$ cat src/assembler_line_field_splitter_defines.svh
// Assertion macros for the line field splitter.
`ifndef ASSEMBLER_LINE_FIELD_SPLITTER_DEFINES_SVH
`define ASSEMBLER_LINE_FIELD_SPLITTER_DEFINES_SVH

`ifndef NO_ASSERTIONS
`define LSF_ASSERT(lbl, prop) \
  lbl: assert property (@(posedge clk_i) disable iff (!rst_ni) prop) \
    else $error("lsf: assertion failed");
`define LSF_ASSERT_ALWAYS(lbl, prop) \
  lbl: assert property (@(posedge clk_i) prop) \
    else $error("lsf: invariant failed");
`else
`define LSF_ASSERT(lbl, prop)
`define LSF_ASSERT_ALWAYS(lbl, prop)
`endif

`endif

$ cat src/lsf_pkg.sv
`timescale 1ns / 1ps

package lsf_pkg;

  localparam int unsigned PhaseW = 3;

  localparam logic [PhaseW-1:0] PH_START  = 3'd0;
  localparam logic [PhaseW-1:0] PH_LABEL  = 3'd1;
  localparam logic [PhaseW-1:0] PH_SKIP1  = 3'd2;
  localparam logic [PhaseW-1:0] PH_MNEM   = 3'd3;
  localparam logic [PhaseW-1:0] PH_SKIP2  = 3'd4;
  localparam logic [PhaseW-1:0] PH_EQSKIP = 3'd5;
  localparam logic [PhaseW-1:0] PH_OPER   = 3'd6;
  localparam logic [PhaseW-1:0] PH_DONE   = 3'd7;

  localparam logic [1:0] FID_LABEL = 2'd0;
  localparam logic [1:0] FID_MNEM  = 2'd1;
  localparam logic [1:0] FID_OPER  = 2'd2;

  localparam logic [1:0] MARK_CHAR  = 2'd0;
  localparam logic [1:0] MARK_BREAK = 2'd1;
  localparam logic [1:0] MARK_EOL   = 2'd2;

  typedef struct packed {
    logic [1:0] field_id;
    logic [1:0] mark;
    logic [7:0] char_out;
    logic       last;
  } res_t;

  typedef struct packed {
    logic [PhaseW-1:0] phase;
    logic              sq;
    logic              dq;
    logic              esc;
    logic              skip;
  } state_t;

endpackage

$ cat src/lsf_in_if.sv
`timescale 1ns / 1ps

interface lsf_in_if;
  logic       valid;
  logic       ready;
  logic [7:0] char_in;
  logic       line_end;

  modport source (output valid, output char_in, output line_end, input ready);
  modport sink (input valid, input char_in, input line_end, output ready);
endinterface

$ cat src/lsf_out_if.sv
`timescale 1ns / 1ps

interface lsf_out_if;
  logic       valid;
  logic       ready;
  logic [1:0] field_id;
  logic [1:0] mark;
  logic [7:0] char_out;
  logic       last;

  modport source (
    output valid, output field_id, output mark, output char_out, output last,
    input ready
  );
  modport sink (
    input valid, input field_id, input mark, input char_out, input last,
    output ready
  );
endinterface

$ cat src/lsf_step.sv
`timescale 1ns / 1ps

module lsf_step import lsf_pkg::*; #(
  parameter int unsigned ANGLE_LIMIT = 63
) (
  input  state_t                                      st_i,
  input  logic signed [$clog2(ANGLE_LIMIT+1):0]       depth_i,
  input  logic [7:0]                                  c_i,
  input  logic                                        line_end_i,
  input  logic                                        angle_en_i,
  output state_t                                      st_o,
  output logic signed [$clog2(ANGLE_LIMIT+1):0]       depth_o,
  output logic [1:0]                                  n_o,
  output res_t                                        res0_o,
  output res_t                                        res1_o
);

  localparam int unsigned DepthW = $clog2(ANGLE_LIMIT + 1) + 1;
  localparam logic signed [DepthW-1:0] DepthMax = DepthW'(ANGLE_LIMIT);
  localparam logic signed [DepthW-1:0] DepthMin = -DepthMax;

  localparam logic [7:0] CH_NUL   = 8'h00;
  localparam logic [7:0] CH_SPACE = 8'h20;
  localparam logic [7:0] CH_DQ    = 8'h22;
  localparam logic [7:0] CH_SQ    = 8'h27;
  localparam logic [7:0] CH_COMMA = 8'h2C;
  localparam logic [7:0] CH_SEMI  = 8'h3B;
  localparam logic [7:0] CH_LT    = 8'h3C;
  localparam logic [7:0] CH_EQ    = 8'h3D;
  localparam logic [7:0] CH_GT    = 8'h3E;
  localparam logic [7:0] CH_TILDE = 8'h7E;

  function automatic logic is_ws(logic [7:0] c);
    return c inside {[8'd9:8'd13], CH_SPACE};
  endfunction

  function automatic logic [7:0] upcase(logic [7:0] c);
    return (c inside {[8'h61:8'h7A]}) ? c - 8'd32 : c;
  endfunction

  function automatic res_t mk(logic [1:0] f, logic [1:0] m, logic [7:0] ch, logic l);
    res_t r;
    r.field_id = f;
    r.mark     = m;
    r.char_out = ch;
    r.last     = l;
    return r;
  endfunction

  logic                     ws;
  // operand path
  state_t                   op_st;
  logic signed [DepthW-1:0] op_depth;
  logic                     op_emit;
  res_t                     op_res;
  logic                     op_done;
  logic                     op_bal;
  // main path
  state_t                   mn_st;
  logic signed [DepthW-1:0] mn_depth;
  logic                     pre_emit;
  res_t                     pre_res;
  logic                     use_op;
  logic                     sp_emit;

  assign ws = is_ws(c_i);

  always_comb begin
    op_st    = st_i;
    op_depth = depth_i;
    op_emit  = 1'b0;
    op_res   = mk(FID_OPER, MARK_CHAR, c_i, 1'b0);
    op_done  = 1'b0;
    op_bal   = 1'b0;
    if (st_i.esc) begin
      op_st.esc = 1'b0;
      op_emit   = 1'b1;
      if (c_i == CH_NUL) begin
        op_done         = 1'b1;
        op_res.char_out = CH_SPACE;
      end
    end else if (st_i.skip && ws) begin
      op_emit = 1'b0;
    end else begin
      op_st.skip = 1'b0;
      if (c_i == CH_NUL) begin
        op_done = 1'b1;
      end else if (c_i == CH_TILDE) begin
        op_st.esc = 1'b1;
      end else if (c_i == CH_SEMI && !st_i.sq && !st_i.dq) begin
        op_done = 1'b1;
      end else begin
        op_st.sq = st_i.sq ^ (c_i == CH_SQ && !st_i.dq);
        op_st.dq = st_i.dq ^ (c_i == CH_DQ && !op_st.sq);
        if (!op_st.sq && !op_st.dq) begin
          if (c_i == CH_LT && depth_i < DepthMax) op_depth = depth_i + DepthW'(1);
          if (c_i == CH_GT && depth_i > DepthMin) op_depth = depth_i - DepthW'(1);
        end
        op_bal = !(angle_en_i && op_depth != '0) && !op_st.sq && !op_st.dq;
        if (op_bal && c_i == CH_COMMA) begin
          op_st.skip = 1'b1;
          op_emit    = 1'b1;
          op_res     = mk(FID_OPER, MARK_BREAK, 8'h00, 1'b0);
        end else if (op_bal && ws) begin
          op_done = 1'b1;
        end else begin
          op_emit = 1'b1;
        end
      end
    end
  end

  always_comb begin
    mn_st    = st_i;
    mn_depth = depth_i;
    pre_emit = 1'b0;
    pre_res  = mk(FID_LABEL, MARK_CHAR, upcase(c_i), 1'b0);
    use_op   = 1'b0;
    case (st_i.phase)
      PH_START, PH_LABEL: begin
        if (c_i == CH_NUL || (st_i.phase == PH_START && c_i == CH_SEMI)) begin
          mn_st.phase = PH_DONE;
        end else if (ws) begin
          mn_st.phase = PH_SKIP1;
        end else begin
          mn_st.phase = PH_LABEL;
          pre_emit    = 1'b1;
        end
      end
      PH_SKIP1: begin
        if (c_i == CH_NUL || c_i == CH_SEMI) begin
          mn_st.phase = PH_DONE;
        end else if (!ws) begin
          mn_st.phase      = PH_MNEM;
          pre_emit         = 1'b1;
          pre_res.field_id = FID_MNEM;
        end
      end
      PH_MNEM: begin
        if (c_i == CH_NUL) begin
          mn_st.phase = PH_DONE;
        end else if (ws) begin
          mn_st.phase = PH_SKIP2;
        end else begin
          pre_emit         = 1'b1;
          pre_res.field_id = FID_MNEM;
        end
      end
      PH_SKIP2: begin
        if (c_i == CH_NUL || c_i == CH_SEMI) begin
          mn_st.phase = PH_DONE;
        end else if (c_i == CH_EQ) begin
          mn_st.phase = PH_EQSKIP;
        end else if (!ws) begin
          use_op = 1'b1;
        end
      end
      PH_EQSKIP: begin
        if (!ws) use_op = 1'b1;
      end
      PH_OPER: begin
        use_op = 1'b1;
      end
      default: begin
        mn_st.phase = PH_DONE;
      end
    endcase
    if (use_op) begin
      mn_st       = op_st;
      mn_st.phase = op_done ? PH_DONE : PH_OPER;
      mn_depth    = op_depth;
      pre_emit    = op_emit;
      pre_res     = op_res;
    end
  end

  // a tilde left open at line end gives a space
  assign sp_emit = line_end_i && mn_st.phase == PH_OPER && mn_st.esc;

  always_comb begin
    n_o    = 2'(pre_emit) + 2'(sp_emit) + 2'(line_end_i);
    res0_o = pre_emit ? pre_res :
             (sp_emit ? mk(FID_OPER, MARK_CHAR, CH_SPACE, 1'b0)
                      : mk(FID_LABEL, MARK_EOL, 8'h00, 1'b1));
    res1_o = (pre_emit && sp_emit) ? mk(FID_OPER, MARK_CHAR, CH_SPACE, 1'b0)
                                   : mk(FID_LABEL, MARK_EOL, 8'h00, 1'b1);
    if (line_end_i) begin
      st_o.phase = PH_START;
      st_o.sq    = 1'b0;
      st_o.dq    = 1'b0;
      st_o.esc   = 1'b0;
      st_o.skip  = 1'b0;
      depth_o    = '0;
    end else begin
      st_o    = mn_st;
      depth_o = mn_depth;
    end
  end

endmodule

$ cat src/assembler_line_field_splitter.sv
`timescale 1ns / 1ps
// Channel   Dir  Payload                               Transfer
// in_i      in   char_in[7:0], line_end                valid && ready
// out_o     out  field_id[1:0], mark[1:0], char_out[7:0], last
//                                                      valid && ready
// cfg       in   cfg_wdata_i (angle_enable)            cfg_we_i
//
// One byte is taken per cycle while in_i.ready is high; each byte gives zero, one or two results.
// Results go to a four-entry output queue; in_i.ready is high while the
// queue has room for two, so single-result bytes stream at one per cycle
// while out_o.ready is high and a two-result byte adds two queue entries.
// Results are registered in the queue before they appear on out_o.
// rst_ni clears line state, the queue and sets angle_enable to 1.

`include "assembler_line_field_splitter_defines.svh"

module assembler_line_field_splitter import lsf_pkg::*; #(
  parameter int unsigned ANGLE_LIMIT = 63
) (
  input  logic             clk_i,
  input  logic             rst_ni,
  input  logic             cfg_we_i,
  input  logic             cfg_wdata_i,
  lsf_in_if.sink           in_i,
  lsf_out_if.source        out_o
);

  localparam int unsigned DepthW = $clog2(ANGLE_LIMIT + 1) + 1;

  logic                     angle_en_q;
  state_t                   st_q, st_d;
  logic signed [DepthW-1:0] depth_q, depth_d;
  logic [1:0]               n;
  res_t                     res0, res1;

  res_t                     fifo_q [4];
  logic [1:0]               wptr_q, rptr_q;
  logic [2:0]               cnt_q, cnt_d;
  logic                     in_fire, out_fire;
  res_t                     head;

  lsf_step #(
    .ANGLE_LIMIT(ANGLE_LIMIT)
  ) u_step (
    .st_i      (st_q),
    .depth_i   (depth_q),
    .c_i       (in_i.char_in),
    .line_end_i(in_i.line_end),
    .angle_en_i(angle_en_q),
    .st_o      (st_d),
    .depth_o   (depth_d),
    .n_o       (n),
    .res0_o    (res0),
    .res1_o    (res1)
  );

  assign in_i.ready = (cnt_q <= 3'd2);
  assign in_fire    = in_i.valid && in_i.ready;
  assign out_fire   = out_o.valid && out_o.ready;

  assign head           = fifo_q[rptr_q];
  assign out_o.valid    = (cnt_q != 3'd0);
  assign out_o.field_id = head.field_id;
  assign out_o.mark     = head.mark;
  assign out_o.char_out = head.char_out;
  assign out_o.last     = head.last;

  always_comb begin
    cnt_d = cnt_q;
    if (in_fire) cnt_d = cnt_d + 3'(n);
    if (out_fire) cnt_d = cnt_d - 3'd1;
  end

  always_ff @(posedge clk_i or negedge rst_ni) begin
    if (!rst_ni) begin
      angle_en_q <= 1'b1;
      st_q       <= '{phase: PH_START, default: 1'b0};
      depth_q    <= '0;
      wptr_q     <= '0;
      rptr_q     <= '0;
      cnt_q      <= '0;
    end else begin
      if (cfg_we_i) angle_en_q <= cfg_wdata_i;
      if (in_fire) begin
        st_q    <= st_d;
        depth_q <= depth_d;
        wptr_q  <= wptr_q + n;
      end
      if (out_fire) rptr_q <= rptr_q + 2'd1;
      cnt_q <= cnt_d;
    end
  end

  always_ff @(posedge clk_i) begin
    if (in_fire && n != 2'd0) fifo_q[wptr_q] <= res0;
    if (in_fire && n == 2'd2) fifo_q[wptr_q + 2'd1] <= res1;
  end

  `LSF_ASSERT_ALWAYS(a_queue_bound, !rst_ni || cnt_q <= 3'd4)
  `LSF_ASSERT(a_no_overflow, in_fire |-> (cnt_q + 3'(n)) <= 3'd4)
  `LSF_ASSERT(a_line_clear, in_fire && in_i.line_end |=> st_q.phase == PH_START && depth_q == '0)
  `LSF_ASSERT(a_eol_tag, out_o.valid && out_o.last |-> out_o.mark == MARK_EOL)

endmodule

$ cat src/flat_wrapper.sv
// flat-port wrapper written by rule: the top's interface ports become plain ports
module assembler_line_field_splitter_flat import lsf_pkg::*;
#(
  parameter int unsigned ANGLE_LIMIT = 63
)
  (clk_i, rst_ni, cfg_we_i, cfg_wdata_i, in_i_valid, in_i_char_in, in_i_line_end, in_i_ready, out_o_valid, out_o_field_id, out_o_mark, out_o_char_out, out_o_last, out_o_ready);
  lsf_in_if in_i_i ();
  lsf_out_if out_o_i ();
  input  logic clk_i;
  input  logic rst_ni;
  input  logic cfg_we_i;
  input  logic cfg_wdata_i;
  input wire logic [$bits(in_i_i.valid)-1:0] in_i_valid;
  input wire logic [$bits(in_i_i.char_in)-1:0] in_i_char_in;
  input wire logic [$bits(in_i_i.line_end)-1:0] in_i_line_end;
  output wire logic [$bits(in_i_i.ready)-1:0] in_i_ready;
  output wire logic [$bits(out_o_i.valid)-1:0] out_o_valid;
  output wire logic [$bits(out_o_i.field_id)-1:0] out_o_field_id;
  output wire logic [$bits(out_o_i.mark)-1:0] out_o_mark;
  output wire logic [$bits(out_o_i.char_out)-1:0] out_o_char_out;
  output wire logic [$bits(out_o_i.last)-1:0] out_o_last;
  input wire logic [$bits(out_o_i.ready)-1:0] out_o_ready;
  assign in_i_i.valid = in_i_valid;
  assign in_i_i.char_in = in_i_char_in;
  assign in_i_i.line_end = in_i_line_end;
  assign in_i_ready = in_i_i.ready;
  assign out_o_valid = out_o_i.valid;
  assign out_o_field_id = out_o_i.field_id;
  assign out_o_mark = out_o_i.mark;
  assign out_o_char_out = out_o_i.char_out;
  assign out_o_last = out_o_i.last;
  assign out_o_i.ready = out_o_ready;
  assembler_line_field_splitter #(.ANGLE_LIMIT(ANGLE_LIMIT)) u_core (.clk_i(clk_i), .rst_ni(rst_ni), .cfg_we_i(cfg_we_i), .cfg_wdata_i(cfg_wdata_i), .in_i(in_i_i), .out_o(out_o_i));
endmodule
$ cat config.mk
export PLATFORM = sky130hd
export DESIGN_NAME = assembler_line_field_splitter_flat
export DESIGN_NICKNAME = d
export VERILOG_FILES = /design/src/lsf_pkg.sv /design/src/lsf_in_if.sv /design/src/lsf_out_if.sv /design/src/lsf_step.sv /design/src/assembler_line_field_splitter.sv /design/src/flat_wrapper.sv
export VERILOG_INCLUDE_DIRS = /design/src /design/src/src
export SDC_FILE = /design/constraint.sdc
export NUM_CORES = 1
export LEC_CHECK = 0
export BUFFER_PORTS_ARGS = -buffer_cell sky130_fd_sc_hd__buf_2
export CORE_MARGIN = 2
export CORE_UTILIZATION = 40
export CTS_CLUSTER_SIZE = 20
export DETAILED_ROUTE_END_ITERATION = 8
export HOLD_SLACK_MARGIN = 0.12
export PLACE_DENSITY = 0.57
export SLEW_MARGIN = 5
export SYNTH_ARGS = -nofsm -noshare
export SYNTH_HDL_FRONTEND = slang
export SYNTH_SLANG_ARGS = --single-unit
$ cat constraint.sdc
create_clock -name clk_i -period 5.6 [get_ports clk_i]
set_input_delay 1.12 -clock clk_i [delete_from_list [all_inputs] [get_ports clk_i]]
set_output_delay 1.12 -clock clk_i [all_outputs]
set_load 0.005 [all_outputs]
## Word level (Yosys, flattened, before mapping)

Memories as Yosys holds them, arrays and structs flattened.
Index checks and enable logic that the tools add are counted.

| storage, ports and cells | value |
|---|---|
| bits in registers | 22 |
| bits in writable memories | 52 |
| bits of input ports | 15 |
| output and inout bits | 15 |
| logic and storage cells | 179 |
| memories | 1 |

Memories:

| name | depth | bits a word | read ports | clocked after Yosys merged registers in | wr ports | line | source |
|---|---|---|---|---|---|---|---|
| u_core.fifo_q | 4 | 13 | 1 | 0 | 2 | assembler_line_field_splitter.sv:36 | `res_t fifo_q [4];` |

| operators by class | value |
|---|---|
| $add $sub $neg | 10 |
| order comparisons | 7 |
| eq/ne operators | 22 |
| mux-type cells | 86 |
| bitwise operators | 2 |
| reduce and logical (&&, ||, !) cells | 41 |

Operator list:

| operator | number |
|---|---|
| two-way mux 7 bit | 17 |
| == test 8 x 6 -> 1 bit (second input constant) | 8 |
| two-way mux 13 bit | 4 |
| two-way mux 10 bit | 5 |
| two-way mux 1 bit | 36 |
| two-way mux 3 bit | 9 |
| two-way mux 8 bit | 3 |
| logical AND 1 bit | 23 |
| case mux 3 bit (5 select lines) | 1 |
| == test 3 bit (second input constant) | 4 |
| two-way mux 4 bit | 3 |
| two-way mux 2 bit | 5 |
| != test 2 bit (second input constant) | 5 |
| == test 8 x 7 -> 1 bit (second input constant) | 1 |
| >= comparator 8 x 4 -> 1 bit (second input constant) | 1 |
| >= comparator 8 x 7 -> 1 bit (second input constant) | 1 |
| less-or-equal comparator 8 x 4 -> 1 bit (second input constant) | 1 |
| less-or-equal comparator 8 x 7 -> 1 bit (second input constant) | 1 |
| zero test 8 bit | 1 |
| subtractor 8 x 6 -> 8 bit (second input constant) | 1 |
| adder 7 x 2 -> 7 bit (second input constant) | 1 |
| greater-than comparator 7 bit (second input constant) | 1 |
| < comparator 7 bit (second input constant) | 1 |
| AND reduction 7 bit | 1 |
| other kinds (22) | 34 |

## Depth between registers and ports, before layout

Gate-level depths: netlist (run 1).

| logic depth | value |
|---|---|
| word-level depth | 38 |
| mapped depth | 20 |
| depth with buffers taken out | 18 |

## Hierarchy

From an unflattened synthesis (run 1), not the netlist that was laid out.

| unflattened totals | value |
|---|---|
| cells, all modules | 458 |
| area, all modules | 5273.8 um2 |

By module, submodules not included:

| module | times used | cells an instance | area each (um2) | sequential area each (um2) |
|---|---|---|---|---|
| assembler_line_field_splitter | 1 | 234 | 3758.6 | 2113.3 |
| lsf_step | 1 | 224 | 1515.2 | 0.0 |

## Worst setup path before layout (run 1)

No wires, ideal clock.

| timing path | value |
|---|---|
| kind | input to register |
| start point | input port in_i_char_in[7] |
| end point | register u_core.cnt_q[2] |
| library setup time | 128 ps |
| arrival | 5515 ps |
| required time | 5472 ps |
| setup slack | -43 ps |
| stages | 19 |
| buffers on the path | 2 |
| path through | buf_6 or4b_4 or3_1 o41a_4 and2_4 or4_4 nand4_2 o211ai_4 nand2_2 buf_6 inv_1 fa_1 inv_1 ha_1 fa_1 mux2i_1 ha_1 nand2_1 xor2_1 |

| between the ends | value |
|---|---|
| word-level cells in the longest chain between the ends | 38 |
| elaborated cells on any way between the ends | 92 |
| those cells by class | add/sub: 4; order compare: 2; eq/ne: 10; mux: 49; bitwise: 2; reduce/logical: 25 |

Ends and longest elaborated chain:

| what | line | source |
|---|---|---|
| from (decl) | flat_wrapper.sv:14 | `input wire logic [$bits(in_i_i.char_in)-1:0] in_i_char_in;` |
| == test 8 x 6 -> 1 bit | lsf_step.sv:93 | `op_st.sq = st_i.sq ^ (c_i == CH_SQ && !st_i.dq);` |
| logical AND 1 bit | lsf_step.sv:93 |  |
| bitwise XOR 1 bit | lsf_step.sv:93 |  |
| zero test 1 bit | lsf_step.sv:94, lsf_step.sv:95, lsf_step.sv:99 |  |
| logical AND 1 bit | lsf_step.sv:94 | `op_st.dq = st_i.dq ^ (c_i == CH_DQ && !op_st.sq);` |
| bitwise XOR 1 bit | lsf_step.sv:94 |  |
| zero test 1 bit | lsf_step.sv:95, lsf_step.sv:99 |  |
| logical AND 1 bit | lsf_step.sv:95 | `if (!op_st.sq && !op_st.dq) begin` |
| [... 22 more ...] | -- |  |
| logical AND 1 bit (2 in a row) | lsf_step.sv:178 | `assign sp_emit = line_end_i && mn_st.phase == PH_OPER && mn_st.esc;` |
| adder 1 x 1 -> 2 bit (*) | lsf_step.sv:181 | `n_o = 2'(pre_emit) + 2'(sp_emit) + 2'(line_end_i);` |
| adder 2 x 1 -> 2 bit (*) | lsf_step.sv:181 |  |
| adder 3 x 2 -> 3 bit (*) | assembler_line_field_splitter.sv:70 | `if (in_fire) cnt_d = cnt_d + 3'(n);` |
| two-way mux 3 bit (*) | assembler_line_field_splitter.sv:70 |  |
| subtractor 3 x 1 -> 3 bit | assembler_line_field_splitter.sv:71 | `if (out_fire) cnt_d = cnt_d - 3'd1;` |
| two-way mux 3 bit (*) | assembler_line_field_splitter.sv:71 |  |
| net u_core.cnt_d[2] | assembler_line_field_splitter.sv:38 | `logic [2:0] cnt_q, cnt_d;` |
| to (signal assigned) | assembler_line_field_splitter.sv:90 | `cnt_q <= cnt_d;` |
| to (decl) | assembler_line_field_splitter.sv:38 |  |

The timed path passes the listed nets; every way through them passes the cells marked *. The select of a mux whose other input is x is not followed.
A chain may end at the register's enable or synchronous reset.

## Worst setup path after layout (run 1)

| timing path | value |
|---|---|
| start point | input port in_i_char_in[4] |
| end point | register u_core.cnt_q[1] |

The elaborated chain is that of the path after synthesis.

==> results of run 1 <==
-- routing by layer --
| layer | up-vias | GRT usage | part of all wire |
|---|---|---|---|
| li1 | 1773 | - | - |
| met3 | 17 | 0.0460 | 0.042 |
| met5 | - | 0 | 0 |
| met2 | 99 | 0.325 | 0.46 |
| met4 | 0 | 0.0816 | 0.017 |
| met1 | 1819 | 0.297 | 0.48 |
-- worst max-delay path, delay by kind of cell --
| family | cells | cell delay (ns) |
|---|---|---|
| AND/OR/NAND/NOR | 6 | 1.81 |
| adder cells (fa/ha/maj) | 4 | 1.50 |
| AO/OA/AOI/OAI | 3 | 0.66 |
| multiplexers | 2 | 0.36 |
| buffers and inverters | 2 | 0.17 |
-- registers in the layout (all words and copies together) (netlist names) --
| signal | cells |
|---|---|
| u_core.cnt_q | 3 |
| u_core.st_q | 7 |
| u_core.wptr_q | 2 |
| u_core.fifo_q | 48 |
| u_core.angle_en_q | 1 |
| u_core.rptr_q | 2 |
| u_core.depth_q | 7 |
-- final timing paths --
check / from / slack (ns) / to / cells past startpoint
setup / recovery: in_i_char_in[4] / 0.25 / u_core.cnt_q[1]$_DFF_PN0_ / 17
hold reg to reg: u_core.fifo_q[3][11]$_SDFFE_PP0P_ / 0.46 / u_core.fifo_q[3][11]$_SDFFE_PP0P_ / 2
min in group asynchronous: rst_ni / 0.72 / u_core.st_q[2]$_DFFE_PN0P_ / 1
hold / removal: u_core.fifo_q[3][11]$_SDFFE_PP0P_ / 0.46 / u_core.fifo_q[3][11]$_SDFFE_PP0P_ / 2
setup reg to reg: u_core.depth_q[3]$_DFFE_PN0P_ / 1.09 / u_core.cnt_q[1]$_DFF_PN0_ / 16
max in group asynchronous: rst_ni / 4.50 / u_core.angle_en_q$_DFFE_PN1P_ / 1
-- repair_timing --
item / in CTS / in global routing
endpoints found under the setup margin: 0 / 2
buffers inserted: 0 / 0
gates resized for setup: 0 / 1
-- power by group --
| part | switching, uW | internal, uW |
|---|---|---|
| clock network | 226 | 169 |
| registers | 152 | 654 |
| logic | 274 | 353 |
| total | 653 | 1180 |
-- per-stage QoR --
stage	instance area [sq um]	total power [uW]	TNS [ns]	setup slack (ns)	utilization
after CTS	4950	1850	0	0.182	0.479
after global placement	4770	1430	-0.0888	-0.0577	0.462
after floorplan	4290	1230	0	0.00752	-
final	4950	1830	0	0.253	0.479
after detailed placement	4770	1450	-0.660	-0.192	0.462
after global routing	4950	1950	0	0.0355	0.479
-- cell type report --
cell class / instances / area, sq um
clock inverters: 7 / 60.1
clock buffers: 9 / 124
fillers: 1002 / 5370
inverters: 19 / 71.3
flip-flops and latches: 70 / 1630
well taps: 136 / 170
repair buffers: 70 / 453
multi-input cells: 318 / 2440
-- Yosys cell counts (3+ instances only) --
library cell / instances / area, sq um
nand2_1: 39 / 146
dfxtp_1: 36 / 721
a32o_1: 28 / 280
nor2_1: 26 / 97.6
o21ai_0: 22 / 110
a21oi_1: 21 / 105
dfrtp_1: 21 / 526
inv_1: 19 / 71.3
clkbuf_1: 17 / 63.8
edfxtp_1: 12 / 360
mux4_2: 12 / 270
nand3_1: 9 / 45.0
xnor2_1: 9 / 78.8
ha_1: 8 / 100
a31oi_1: 7 / 43.8
nor3_1: 7 / 35.0
nor3b_1: 6 / 45.0
a211oi_1: 5 / 37.5
and2_1: 5 / 31.3
and3_1: 5 / 31.3
mux2i_1: 5 / 50.1
nand4_1: 5 / 31.3
o31ai_1: 5 / 37.5
or2_2: 5 / 31.3
or3_1: 5 / 31.3
buf_6: 4 / 45.0
nor2b_1: 4 / 25.0
o21ai_1: 4 / 20.0
o41ai_1: 4 / 35.0
a2bb2oi_1: 3 / 26.3
mux2_2: 3 / 33.8
nand4b_1: 3 / 26.3
nor4b_1: 3 / 26.3
o21bai_1: 3 / 22.5
-- logic make-up (layout without fill, tap and decap cells) --
| logic type | Yosys count | count (layout) | share of synthesized area |
|---|---|---|---|
| simple gates | 147 | 147 | 0.192 |
| compound gates | 130 | 130 | 0.235 |
| flops | 70 | 70 | 0.383 |
| buf+inv | 46 | 105 | 0.0519 |
| mux | 20 | 20 | 0.0830 |
| xor+xnor | 11 | 11 | 0.0226 |
| fa+ha+maj | 10 | 10 | 0.0329 |
==> flow_summary.json, run 1 <==
{
  "run_status": "finished, final reports clean",
  "cts_sinks": 70,
  "period_minus_slack_ns": 5.35,
  "holdCritPathClass": "flip-flop to flip-flop",
  "p_per_area_nw_per_um2": 369,
  "max-slew-margin-rel": 0.404,
  "boundaryPins": 30,
  "setup_viol": 0,
  "max_freq_mhz": 187,
  "die_w_microns": 107,
  "netlist_area_sq_um": 4260,
  "avgSynthCellArea_sq_um": 9.83,
  "cp_slowest_cell": "fa_1",
  "cts_made_buffers": 9,
  "drt_pass1_iterations": 5,
  "nets": 513,
  "cp_max_fo": 6,
  "numPlacedInstances": 613,
  "instances_no_fill": 629,
  "vias_per_cell": 5.90,
  "worstMarginPinSlew_ns": 0.894,
  "grt_pass1_wl_mm": 19.1,
  "slowest_delay_ns": 0.60,
  "synth_ff_type": "dfxtp_1",
  "grt_max_degree": 23,
  "placement_rows": 37,
  "slew_viol_final": 0,
  "dp_hpwl_mm": 8.47,
  "crit_type": "input pin to flip-flop",
  "portBuffers": 29,
  "drc_errors": 0,
  "synth.yosys.seq_area_share": 0.383,
  "synth_edf_count": 12,
  "worst_setup_path_start_kind": "input pin",
  "n_antenna_cell": 0,
  "worst_skew_pair.late_latency_ns": 0.37,
  "rsz0062_at_grt": "false",
  "arrival_ns": 5.63,
  "final_cell_mix": "buf_4 (41), nand2_1 (39), dfxtp_1 (36), buf_2 (29), a32o_1 (28)",
  "fp.dieArea_sq_um": 11500,
  "grt_usage": 0.213,
  "hold_violations": 0,
  "required_ns": 5.88,
  "overflow": 0,
  "die_h_microns": 107,
  "grt_pass1_vias": 3759,
  "area_growth_pct": 16.1,
  "end_kind": "flip-flop",
  "finalCritPeriodShare": 0.955,
  "synthDistinctLibCells": 84,
  "drt.antenna.violating_nets": 0,
  "layout_commonest_cell": "buf_4",
  "peakVddDrop_mv": 0.166,
  "place.gp.congestion": 0.873,
  "path_cells": "buf_2, or4b_4, or3_4, o41a_4, and2_4, or4_4, nand4_4, o21ai_2, nor2_1, o21ai_1, fa_1, inv_2, ha_4, fa_1, mux2i_1, ha_2, mux2i_1",
  "clk_pin_slew_ns": 0.08,
  "postCtsHoldBufs": 0,
  "holdWs_ns": 0.465,
  "core_area_sq_um": 10300,
  "drive_gt1_frac": 0.272,
  "syn_inst": 434,
  "finalWirelength_mm": 11.3,
  "antenna_found_initial": 0,
  "yosys_warnings": 0,
  "drtIter0Drc": 239,
  "synth-seq-cells": 70,
  "cts-root-buf": "clkbuf_8",
  "clock_path_buffers": 2,
  "maxCapViolations": 0,
  "cts_tree": "built",
  "leakage_uw": 0.00192,
  "async_flop_share": 0.314,
  "h-tree-depth": 3,
  "initial_core_util": 0.413,
  "syn_nets": 459,
  "num_vias": 3708,
  "wire_per_inst_microns": 17.9,
  "finalClockSkew_ns": 0.0145
}
Power figures use the tool's default switching activity.
==> inputs of run 2 (changes only) <==
==> constraint.sdc (replaced) <==
create_clock -name clk_i -period 5 [get_ports clk_i]
set_input_delay 1 -clock clk_i [delete_from_list [all_inputs] [get_ports clk_i]]
set_output_delay 1 -clock clk_i [all_outputs]
set_load 0.005 [all_outputs]
==> flow_summary.json, run 2 (synthesis gave the netlist of run 1 again) <==
{
  "wire_per_inst_microns": 17.7,
  "area_growth_pct": 30.6,
  "postCtsHoldBufs": 0,
  "dp_hpwl_mm": 8.87,
  "cts_tree": "built",
  "worst_setup_path_start_kind": "input pin",
  "top_register": "u_core.fifo_q",
  "n_antenna_cell": 0,
  "failed_checks": "negative setup slack",
  "arrival_ns": 5.36,
  "core_area_sq_um": 10300,
  "cp_max_fo": 6,
  "fp.dieArea_sq_um": 11500,
  "p_per_area_nw_per_um2": 387,
  "cts_sinks": 70,
  "reg_top3": "u_core.fifo_q (48), u_core.depth_q (7), u_core.st_q (7)",
  "drt.antenna.violating_nets": 0,
  "peakVddDrop_mv": 0.293,
  "run_status": "complete, but fails checks",
  "final_cell_mix": "buf_4 (94), nand2_1 (39), dfxtp_1 (36), a32o_1 (28), buf_2 (27)",
  "finalClockSkew_ns": 0.0128,
  "grt_pass1_wl_mm": 19.8,
  "dpl_cell_area_sq_um": 5070,
  "hold_start": "u_core.fifo_q[1][11]$_SDFFE_PP0P_",
  "drc_errors": 0,
  "place.gp.congestion": 0.850,
  "boundaryPins": 30,
  "die_h_microns": 107,
  "grt_usage": 0.218,
  "startpoint": "in_i_char_in[4]",
  "drive_gt1_frac": 0.382,
  "largest_register_ffs": 48,
  "drt_pass1_iterations": 5,
  "placement_rows": 37,
  "overflow": 0,
  "clk_pin_slew_ns": 0.09,
  "antenna_found_initial": 0,
  "worst_skew_pair.late_latency_ns": 0.35,
  "max_freq_mhz": 195,
  "layout_commonest_cell": "buf_4",
  "grt_pass1_vias": 3914,
  "fin_ws_ns": -0.127,
  "maxCapViolations": 0,
  "vias_per_cell": 5.75,
  "final_cell_area_sq_um": 5570,
  "leakage_uw": 0.00223,
  "num_vias": 3959,
  "rsz0062_at_grt": "true",
  "timing.rr.start": "u_core.depth_q[3]$_DFFE_PN0P_",
  "fillers": 911,
  "clock_path_buffers": 2,
  "die_w_microns": 107,
  "period_minus_slack_ns": 5.13,
  "hold_violations": 0,
  "finalWirelength_mm": 12.2,
  "initial_core_util": 0.413,
  "holdCritPathClass": "flip-flop to flip-flop",
  "slew_viol_final": 0,
  "crit_type": "input pin to flip-flop",
  "cts_made_buffers": 9,
  "nets": 572,
  "required_ns": 5.23,
  "end_kind": "flip-flop",
  "max-slew-margin-rel": 0.430,
  "grt_max_degree": 23,
  "h-tree-depth": 3,
  "portBuffers": 29,
  "worstMarginPinSlew_ns": 0.855,
  "drtIter0Drc": 291,
  "finalCritPeriodShare": 1.03,
  "cts-root-buf": "clkbuf_8",
  "utilization": 0.539,
  "setup_viol": 23
}
## run 2: final timing paths
kind,slack (ns),end,cells past startpoint
min reg2reg,0.46,u_core.fifo_q[1][11]$_SDFFE_PP0P_,2
min,0.46,u_core.fifo_q[1][11]$_SDFFE_PP0P_,2
max reg2reg,0.35,u_core.cnt_q[2]$_DFF_PN0_,18
max in group asynchronous,4.01,u_core.angle_en_q$_DFFE_PN1P_,1
min in group asynchronous,0.61,u_core.depth_q[0]$_DFFE_PN0P_,1
max,-0.13,u_core.cnt_q[2]$_DFF_PN0_,19
## run 2: report_power, final
group          leakage (uW)  internal [uW]  switching [uW]
logic               0.00144            461             342
registers          0.000695            732             172
clock network     0.0000986            193             257
total               0.00223           1390             771
## run 2: repair_timing
item	in CTS	in global routing
resized for setup	8	26
setup buffers	8	12
endpoints found under the setup margin	41	52
hold endpoints to repair	0	0
pin swaps	6	6
## run 2: cell type report
type | count | area, sq um | area share
tap | 136 | 170 | 0.0306
timing repair buffer | 129 | 940 | 0.169
clock inverter | 7 | 63.8 | 0.0115
sequential | 70 | 1630 | 0.293
clock buffer | 9 | 124 | 0.0222
multi-input combinational | 318 | 2570 | 0.461
inverter | 19 | 71.3 | 0.0128
## run 2: worst max-delay path, cell delays in order
cell	delay [ns]
buf_6	0.09
or4b_4	0.53
or3_4	0.40
o41a_4	0.42
and2_4	0.18
or4_4	0.44
nand4_4	0.15
buf_6	0.12
o211ai_4	0.07
nand2_2	0.09
inv_2	0.05
fa_1	0.55
inv_2	0.07
ha_4	0.15
fa_1	0.43
mux2i_1	0.22
ha_2	0.20
nand2_1	0.05
xor2_1	0.14
## run 2: through the flow
stage	hold WS, ns	worst slack, ns	TNS (ns)	cells	total power (uW)
after floorplan	0.414	-0.468	-9.45	434	1380
after global placement	0.433	-0.545	-17.38	652	1630
after detailed placement	0.447	-0.681	-26.70	652	1650
after CTS	0.467	-0.102	-0.196	676	2120
after global routing	0.489	-0.243	-4.62	688	2310
final	0.459	-0.127	-1.19	688	2160
## run 2: metal layers
metal / track usage / part of all wire / vias to the layer above
met5: 0 / 0 / -
met4: 0.0668 / 0.020 / 0
met3: 0.0333 / 0.039 / 21
met2: 0.351 / 0.47 / 108
met1: 0.303 / 0.47 / 1940
li1: - / - / 1890
